### src/dpss_pkg.sv
// shared types and constants for the drive power state sequencer
package dpss_pkg;

  localparam int AXES = 8;
  localparam int AXIS_W = 3;
  localparam int AXIS_IDX_W = (AXES > 1) ? $clog2(AXES) : 1;

  localparam int IN_DATA_W = 88;
  localparam int OUT_DATA_W = 96;

  localparam logic signed [7:0] MODE_RESET = 8'sd7;
  localparam logic signed [7:0] MODE_IP_POS = 8'sd7;

  localparam logic [15:0] MASK_FULL = 16'h006F;
  localparam logic [15:0] MASK_NO5 = 16'h004F;

  localparam logic [15:0] ST_NOTREADY = 16'h0000;
  localparam logic [15:0] ST_SODISABLED = 16'h0040;
  localparam logic [15:0] ST_READY = 16'h0021;
  localparam logic [15:0] ST_SWITCHEDON = 16'h0023;
  localparam logic [15:0] ST_OPENABLED = 16'h0027;
  localparam logic [15:0] ST_QUICKSTOP = 16'h0007;
  localparam logic [15:0] ST_FAULTREACT = 16'h000F;
  localparam logic [15:0] ST_FAULT = 16'h0008;

  localparam logic [15:0] CW_SHUTDOWN = 16'h0006;
  localparam logic [15:0] CW_SWITCHON = 16'h0007;
  localparam logic [15:0] CW_ENABLEOP = 16'h000F;
  localparam logic [15:0] CW_IPPOS = 16'h001F;
  localparam logic [15:0] CW_DISABLEV = 16'h0000;
  localparam logic [15:0] CW_FAULTRESET = 16'h0080;

  localparam logic [3:0] BOOT_START = 4'd0;
  localparam logic [3:0] BOOT_WAIT = 4'd1;
  localparam logic [3:0] BOOT_DELAY0 = 4'd9;
  localparam logic [3:0] BOOT_DELAY1 = 4'd10;
  localparam logic [3:0] BOOT_DELAY2 = 4'd11;
  localparam logic [3:0] BOOT_SHUTDOWN = 4'd12;
  localparam logic [3:0] BOOT_DONE = 4'd13;

  localparam logic [2:0] FAULT_WAIT_LIMIT = 3'd5;

  localparam logic [1:0] DS_SO_DISABLED = 2'd0;
  localparam logic [1:0] DS_READY = 2'd1;
  localparam logic [1:0] DS_OP_ENABLED = 2'd2;
  localparam logic [1:0] DS_FAULT = 2'd3;

  typedef struct packed {
    logic              error_ack;
    logic signed [31:0] actual_position;
    logic signed [31:0] set_position;
    logic              drive_enable;
    logic              module_ok;
    logic [15:0]       status_word;
    logic [AXIS_W-1:0] axis_index;
  } in_item_t;

  typedef struct packed {
    logic [1:0]         drive_state;
    logic               booted;
    logic               encoder_ok;
    logic               drive_ok;
    logic               drive_ready;
    logic signed [31:0] target_offset;
    logic signed [31:0] target_pos;
    logic [15:0]        control_word;
    logic [AXIS_W-1:0]  axis_out;
  } out_item_t;

endpackage

### src/drive_power_state_sequencer.sv
// top level: per-axis drive power state machine, master side
//
//   channel   dir  handshake            payload
//   s_axis    in   s_tvalid / s_tready  s_tdata, 88 bits
//   m_axis    out  m_tvalid / m_tready  m_tdata, 96 bits
//   cfg       in   cfg_wen              cfg_wdata, operation mode
//
// one item per clock unless the result stalls; input register, then result register
// per-axis state lives in flip-flops and is updated as the item moves to the result register
// reset initialises all per-axis state at once, no clearing pass
// a stalled result holds; the input register keeps taking items until both stages are full
module drive_power_state_sequencer
  import dpss_pkg::*;
(
  input  logic                  clk,
  input  logic                  rst,
  input  logic                  s_tvalid,
  output logic                  s_tready,
  // axis_index, status_word, module_ok, drive_enable, set_position,
  // actual_position, error_ack, zero pad
  input  logic [IN_DATA_W-1:0]  s_tdata,
  output logic                  m_tvalid,
  input  logic                  m_tready,
  // axis_out, control_word, target_pos, target_offset, drive_ready,
  // drive_ok, encoder_ok, booted, drive_state, zero pad
  output logic [OUT_DATA_W-1:0] m_tdata,
  input  logic                  cfg_wen,
  input  logic [7:0]            cfg_wdata
);

  logic signed [7:0] operation_mode;

  logic     in_valid;
  in_item_t in_item;
  logic     out_valid;
  out_item_t out_item;
  logic     advance;

  logic [15:0]        last_masked_state [AXES];
  logic [3:0]         boot_step         [AXES];
  logic [2:0]         fault_wait        [AXES];
  logic               ack_latched       [AXES];
  logic               booted_flag       [AXES];
  logic               ready_flag        [AXES];
  logic               ok_flag           [AXES];
  logic               enc_ok_flag       [AXES];
  logic [31:0]        last_setpoint     [AXES];
  logic [15:0]        current_control   [AXES];
  logic [31:0]        held_target       [AXES];
  logic [31:0]        held_offset       [AXES];
  logic [1:0]         state_code        [AXES];

  logic                  in_range;
  logic [AXIS_IDX_W-1:0] idx;

  logic [15:0] last_masked_state_next;
  logic [3:0]  boot_step_next;
  logic [2:0]  fault_wait_next;
  logic        ack_latched_next;
  logic        booted_flag_next;
  logic        ready_flag_next;
  logic        ok_flag_next;
  logic        enc_ok_flag_next;
  logic [31:0] last_setpoint_next;
  logic [15:0] current_control_next;
  logic [31:0] held_target_next;
  logic [31:0] held_offset_next;
  logic [1:0]  state_code_next;
  out_item_t   out_item_next;

  logic [15:0] ts;
  logic [15:0] tn;

  assign advance  = in_valid && (!out_valid || m_tready);
  assign s_tready = !in_valid || advance;
  assign m_tvalid = out_valid;
  assign m_tdata  = {{(OUT_DATA_W - $bits(out_item_t)){1'b0}}, out_item};

  always_ff @(posedge clk) begin
    if (rst) begin
      operation_mode <= MODE_RESET;
    end else if (cfg_wen) begin
      operation_mode <= cfg_wdata;
    end
  end

  always_ff @(posedge clk) begin
    if (rst) begin
      in_valid <= 1'b0;
    end else if (s_tready) begin
      in_valid <= s_tvalid;
    end
  end

  always_ff @(posedge clk) begin
    if (s_tready && s_tvalid) begin
      in_item <= in_item_t'(s_tdata[$bits(in_item_t)-1:0]);
    end
  end

  always_ff @(posedge clk) begin
    if (rst) begin
      out_valid <= 1'b0;
    end else if (advance) begin
      out_valid <= 1'b1;
    end else if (m_tready) begin
      out_valid <= 1'b0;
    end
  end

  always_ff @(posedge clk) begin
    if (advance) begin
      out_item <= out_item_next;
    end
  end

  assign in_range = ({1'b0, in_item.axis_index} < (AXIS_W + 1)'(AXES));
  assign idx = AXIS_IDX_W'(in_item.axis_index);
  assign ts = in_item.status_word & MASK_FULL;
  assign tn = in_item.status_word & MASK_NO5;

  always_comb begin
    last_masked_state_next = last_masked_state[idx];
    boot_step_next         = boot_step[idx];
    fault_wait_next        = fault_wait[idx];
    ack_latched_next       = ack_latched[idx] | in_item.error_ack;
    booted_flag_next       = booted_flag[idx];
    ready_flag_next        = ready_flag[idx];
    ok_flag_next           = ok_flag[idx];
    enc_ok_flag_next       = enc_ok_flag[idx];
    last_setpoint_next     = last_setpoint[idx];
    current_control_next   = current_control[idx];
    held_target_next       = held_target[idx];
    held_offset_next       = held_offset[idx];
    state_code_next        = state_code[idx];

    if (ready_flag[idx]) begin
      if (in_item.drive_enable) begin
        if (operation_mode == MODE_IP_POS) begin
          held_target_next = in_item.set_position;
        end
      end else begin
        held_offset_next = in_item.actual_position - in_item.set_position;
      end
    end

    if (last_masked_state[idx] != ts) begin
      last_masked_state_next = ts;
      boot_step_next = BOOT_START;
      fault_wait_next = '0;
    end
    if (!in_item.module_ok) begin
      booted_flag_next = 1'b0;
    end

    if (tn == ST_NOTREADY) begin
      ready_flag_next = 1'b0;
    end else if (tn == ST_SODISABLED || !booted_flag_next) begin
      ready_flag_next = 1'b0;
      ok_flag_next = 1'b1;
      state_code_next = DS_SO_DISABLED;
      case (boot_step_next)
        BOOT_START: boot_step_next = BOOT_WAIT;
        BOOT_WAIT: boot_step_next = BOOT_DELAY0;
        BOOT_DELAY0, BOOT_DELAY1, BOOT_DELAY2: boot_step_next = boot_step_next + 4'd1;
        BOOT_SHUTDOWN: begin
          current_control_next = CW_SHUTDOWN;
          boot_step_next = BOOT_DONE;
        end
        BOOT_DONE: booted_flag_next = 1'b1;
        default: boot_step_next = boot_step_next;
      endcase
    end else if (ts == ST_READY) begin
      if (!ready_flag_next) begin
        ready_flag_next = 1'b1;
      end else if (in_item.drive_enable) begin
        current_control_next = CW_SWITCHON;
      end
      state_code_next = DS_READY;
    end else if (ts == ST_SWITCHEDON) begin
      current_control_next = CW_ENABLEOP;
      last_setpoint_next = in_item.set_position;
    end else if (ts == ST_OPENABLED) begin
      if (in_item.set_position != last_setpoint[idx]) begin
        last_setpoint_next = in_item.set_position;
        current_control_next = CW_IPPOS;
      end
      if (!in_item.drive_enable) begin
        current_control_next = CW_SHUTDOWN;
        ready_flag_next = 1'b0;
      end
      state_code_next = DS_OP_ENABLED;
    end else if (ts == ST_QUICKSTOP || tn == ST_FAULTREACT) begin
      state_code_next = state_code[idx];
    end else if (tn == ST_FAULT) begin
      ok_flag_next = 1'b0;
      ready_flag_next = 1'b0;
      if (fault_wait_next > FAULT_WAIT_LIMIT) begin
        if (ack_latched_next) begin
          current_control_next = CW_FAULTRESET;
          ack_latched_next = 1'b0;
          fault_wait_next = '0;
          enc_ok_flag_next = 1'b1;
          ok_flag_next = 1'b1;
        end else begin
          current_control_next = CW_DISABLEV;
        end
      end else begin
        fault_wait_next = fault_wait_next + 3'd1;
      end
      state_code_next = DS_FAULT;
    end

    out_item_next = '0;
    out_item_next.axis_out = in_item.axis_index;
    if (in_range) begin
      out_item_next.control_word    = current_control_next;
      out_item_next.target_pos      = held_target_next;
      out_item_next.target_offset   = held_offset_next;
      out_item_next.drive_ready     = ready_flag_next;
      out_item_next.drive_ok        = ok_flag_next;
      out_item_next.encoder_ok      = enc_ok_flag_next;
      out_item_next.booted          = booted_flag_next;
      out_item_next.drive_state     = state_code_next;
    end
  end

  always_ff @(posedge clk) begin
    if (rst) begin
      for (int a = 0; a < AXES; a++) begin
        last_masked_state[a] <= '0;
        boot_step[a]         <= '0;
        fault_wait[a]        <= '0;
        ack_latched[a]       <= 1'b0;
        booted_flag[a]       <= 1'b0;
        ready_flag[a]        <= 1'b0;
        ok_flag[a]           <= 1'b1;
        enc_ok_flag[a]       <= 1'b1;
        last_setpoint[a]     <= '0;
        current_control[a]   <= '0;
        held_target[a]       <= '0;
        held_offset[a]       <= '0;
        state_code[a]        <= DS_SO_DISABLED;
      end
    end else if (advance && in_range) begin
      last_masked_state[idx] <= last_masked_state_next;
      boot_step[idx]         <= boot_step_next;
      fault_wait[idx]        <= fault_wait_next;
      ack_latched[idx]       <= ack_latched_next;
      booted_flag[idx]       <= booted_flag_next;
      ready_flag[idx]        <= ready_flag_next;
      ok_flag[idx]           <= ok_flag_next;
      enc_ok_flag[idx]       <= enc_ok_flag_next;
      last_setpoint[idx]     <= last_setpoint_next;
      current_control[idx]   <= current_control_next;
      held_target[idx]       <= held_target_next;
      held_offset[idx]       <= held_offset_next;
      state_code[idx]        <= state_code_next;
    end
  end

endmodule

### config.mk
export PLATFORM = sky130hd
export DESIGN_NAME = drive_power_state_sequencer
export DESIGN_NICKNAME = d
export VERILOG_FILES = /design/src/dpss_pkg.sv /design/src/drive_power_state_sequencer.sv
export SDC_FILE = /design/constraint.sdc
export NUM_CORES = 2
export LEC_CHECK = 0
export CAP_MARGIN = 0
export CORE_MARGIN = 2
export CORE_UTILIZATION = 64
export CTS_CLUSTER_DIAMETER = 150
export DETAILED_ROUTE_END_ITERATION = 8
export DONT_BUFFER_PORTS = 1
export GPL_TIMING_DRIVEN = 0
export PLACE_DENSITY = 0.85
export SETUP_SLACK_MARGIN = 0.3
export SLEW_MARGIN = 20
export SYNTH_ARGS = -nofsm -noshare
export SYNTH_HDL_FRONTEND = slang
export SYNTH_SLANG_ARGS = --single-unit
### constraint.sdc
create_clock -name clk -period 6.1 [get_ports clk]
set_input_delay 0.305 -clock clk [delete_from_list [all_inputs] [get_ports clk]]
set_output_delay 0.305 -clock clk [all_outputs]
set_load 0.01 [all_outputs]
==> summary.txt <==
Status
  – Outcome: finished, violations left
  – Violated checks: DRC

Timing
  – Post-layout min period: 5.778 ns
  – Clock skew: 0.03457 ns
  – Unrepaired setup endpoints after global routing: true
  – Max Fclk: 173.1 MHz
  – Final hold slack: 0.09903 ns
  – Crit share post-route: 0.9473
  – Final hold vios: 0
  – Pins over their slew limit: 0
  – Slew @ Worst Pin: 1.114 ns
  – Worst slew margin: 0.2573
  – Setup Viol. Count Final: 0

Synthesis
  – Share of the synthesized area in the top cell type: 0.6748
  – Post-synthesis instance total: 3886
  – Mapped Avg Cell Area: 14.71 um2
  – Synth cell types: 79
  – Top cells by count, synth: edfxtp_1 (1285), nor2_1 (1000), mux4_2 (243), clkbuf_1 (178), inv_1 (117)
  – Largest cells by area after synthesis: edfxtp_1 (67%), mux4_2 (9.6%), nor2_1 (6.6%), mux2i_1 (1.9%), mux2_2 (1.4%)
  – Post-synthesis sequential area ratio: 0.6850
  – Post-synth ARST share: 0
  – Post-synth EDFFs: 1285
  – Warnings from Yosys: 0
  – Dominant synthesized flop cell: edfxtp_1
  – Synth area leader: edfxtp_1
  – Most instantiated library cell after synthesis: edfxtp_1
  – Mapped Area: 0.05718 mm2
  – #FFs+latches synth: 1314

Global routing
  – Gr usage total: 0.3662
  – Largest net degree at the start of global routing: 68
  – Global-route wire length before repair: 239300 um
  – GRT overflow: 0
  – Initial antenna violation count: 8
  – Number of global-route vias before repair: 37610

Power
  – Psw: 5.260 mW
  – VDD IR-drop max: 0.0002338 V
  – Reg power frac: 0.501
  – Leakage: 23.93 nW
  – Logic pwr share: 0.111
  – Clock network power share: 0.388
  – Total power: 20.98 mW
  – Cell Pwr Density: 322.9 mW/mm2
  – Internal: 15.72 mW
  – Sw frac: 0.2507

Clocking
  – Num CTS Buffers: 133
  – H-tree Lvls: 4
  – Postcts setup bufs: 0
  – CTS tree: yes
  – CTS root buf: clkbuf_16
  – # clock sinks: 1314
  – Clock transition at path regs: 0.06 ns
  – CTS max path bufs: 3
  – Clk_lat worst skew: 0.77 ns

Critical path
  – R2R setup slack: 0.32 ns
  – R2R Path End: m_tdata[47]
  – Crit path arrival time: 6.19 ns
  – Worst path required time: 6.52 ns
  – Worst Setup End Kind: flip-flop
  – Crit-path max FO: 10
  – Setup Crit Path Kind: flip-flop to flip-flop
  – CP Launch Type: flip-flop
  – Worst reg-to-reg path cell count: 11

Min path
  – Hold Crit Class: primary input to flip-flop
  – Hold path depth: 4
  – Hold Path End: enc_ok_flag[5]
  – Hold Startpoint: rst

Routing
  – Post-route ant nets: 0
  – Routed length per placed instance: 30.41 um
  – # DRC: 28
  – WL final: 167100 um
  – Vias: 37870
  – 1st-iter DRT viols: 7140
  – DRT Pass-1 Iters: 8
  – Via/cell ratio: 6.889

Place
  – Port Buf Inserts: 0
  – Post-place instance area: 0.05973 mm2
  – GP Congestion: 0.9600
  – Hpwl dp: 103700 um

Finish
  – Final core occ: 0.7342
  – Share of cells above drive strength 1: 0.1584
  – Multi-input gate area: 0.01681 mm2
  – Seq. cell area: 0.03917 mm2
  – Final net count: 4362
  – Fill cell count: 4930
  – Post-route cell area: 0.06499 mm2
  – Layout area overhead: 13.65%

Floorplan
  – Initial core utilization: 0.6460
  – Die area: 0.09175 mm2
  – Core region area: 0.08851 mm2
  – Placement Rows: 109
  – Die X-Extent: 302.9 um
  – IO Pins: 199
  – Die H: 302.9 um

Flow run
  – Max-cap viol count: 0
[cells in the final DEF (no fill, tap or decap), types with 18 or more instances in the layout]
cell,count
nor4_1,23
a22oi_1,22
nor3_1,98
dfxtp_1,29
xnor2_1,41
nand3_1,18
mux2_2,69
mux4_2,243
nor2_1,999
a21o_1,23
clkinv_1,28
ha_1,36
dlygate4sd3_1,88
a21oi_1,98
edfxtp_1,1285
buf_2,36
and3_1,47
clkbuf_1,211
inv_1,115
clkbuf_16,136
nand2_1,67
o21ai_0,37
mux2i_1,108
and2_1,26
conb_1,87
nor2_2,24
[state kept, by name (all words and copies together), names as in the netlist, 16 cells and up, named ones only]
| signal | flops |
|---|---|
| boot_step | 32 |
| held_target | 256 |
| last_setpoint | 256 |
| last_masked_state | 128 |
| current_control | 128 |
| fault_wait | 24 |
| held_offset | 256 |
| state_code | 16 |
| m_tdata | 89 |
| in_item | 73 |
[per-stage QoR]
| step | cells | TNS [ns] | setup WS, ns |
|---|---|---|---|
| global route | 5495 | 0 | 0.2794 |
| finish | 5497 | 0 | 0.3217 |
| CTS | 5495 | 0 | 0.3247 |
| global placement | 5137 | -2695.79 | -2.483 |
| detailed placement | 5166 | -0.05897 | -0.02483 |
| floorplan | 3972 | 0 | 1.097 |
[logic make-up after synthesis]
family,count (synthesis),synth area share
AND/OR/NAND/NOR,1389,0.1033
flip-flops,1314,0.6850
multiplexers,447,0.1351
buffers and inverters,372,0.02851
AO/OA/AOI/OAI,276,0.03212
XOR/XNOR,50,0.007658
adder cells (fa/ha/maj),37,0.008227
other,1,0.00006558
[how the worst max path moves through the flow]
stage	from	endpoint	slack [ns]	cells past startpoint
after CTS	flip-flop	m_tdata[7]	0.32	20
after global routing	flip-flop	boot_step[5][2]	0.28	20
after global placement	m_tvalid	held_target[2][15]	-2.48	5
final	flip-flop	m_tdata[47]	0.32	11
after floorplan	m_tvalid	ack_latched[7]	1.10	7
after detailed placement	flip-flop	boot_step[2][0]	-0.02	20
[routing by layer]
metal  vias up  track usage  share of wire
met5         -            0        0.00050
met4        12       0.2433          0.077
met3       863       0.1047           0.15
met2      3732       0.5622           0.46
met1     18250       0.4597           0.32
li1      15010            -              -
[final cells by class]
type,count,share of cell area
sequential,1314,0.6027
multi-input combinational,2286,0.2587
clock buffer,175,0.05508
timing repair buffer,117,0.02422
tap,1165,0.02243
buffer,255,0.01894
clock inverter,66,0.01099
inverter,117,0.006873
antenna,2,0.00007701
[critical path, cell delays in order (launching register included)]
cell	delay [ns]
dfxtp_1	0.31
buf_2	0.24
buf_2	0.38
buf_2	0.33
buf_2	0.38
buf_2	0.45
clkbuf_4	0.48
buf_2	0.55
clkbuf_1	0.81
mux2_2	0.42
a21oi_1	0.72
inv_1	0.31
[repair_timing]
action,4_1_cts,5_1_grt
setup endpoints to repair,169,163
hold endpoints to repair,89,0
hold buffers,88,0
resized for setup,14,16
[power by group through the flow]
stage	clock (mW)	sequential, mW	combinational (mW)
2_1_floorplan	0	10.7	1.43
3_3_place_gp	0	10.8	2.04
3_5_place_dp	0	10.7	2.15
4_1_cts	8.09	10.5	2.24
5_1_grt	8.42	10.5	2.42
6_report	8.14	10.5	2.32
Power figures use the tool's default switching activity.
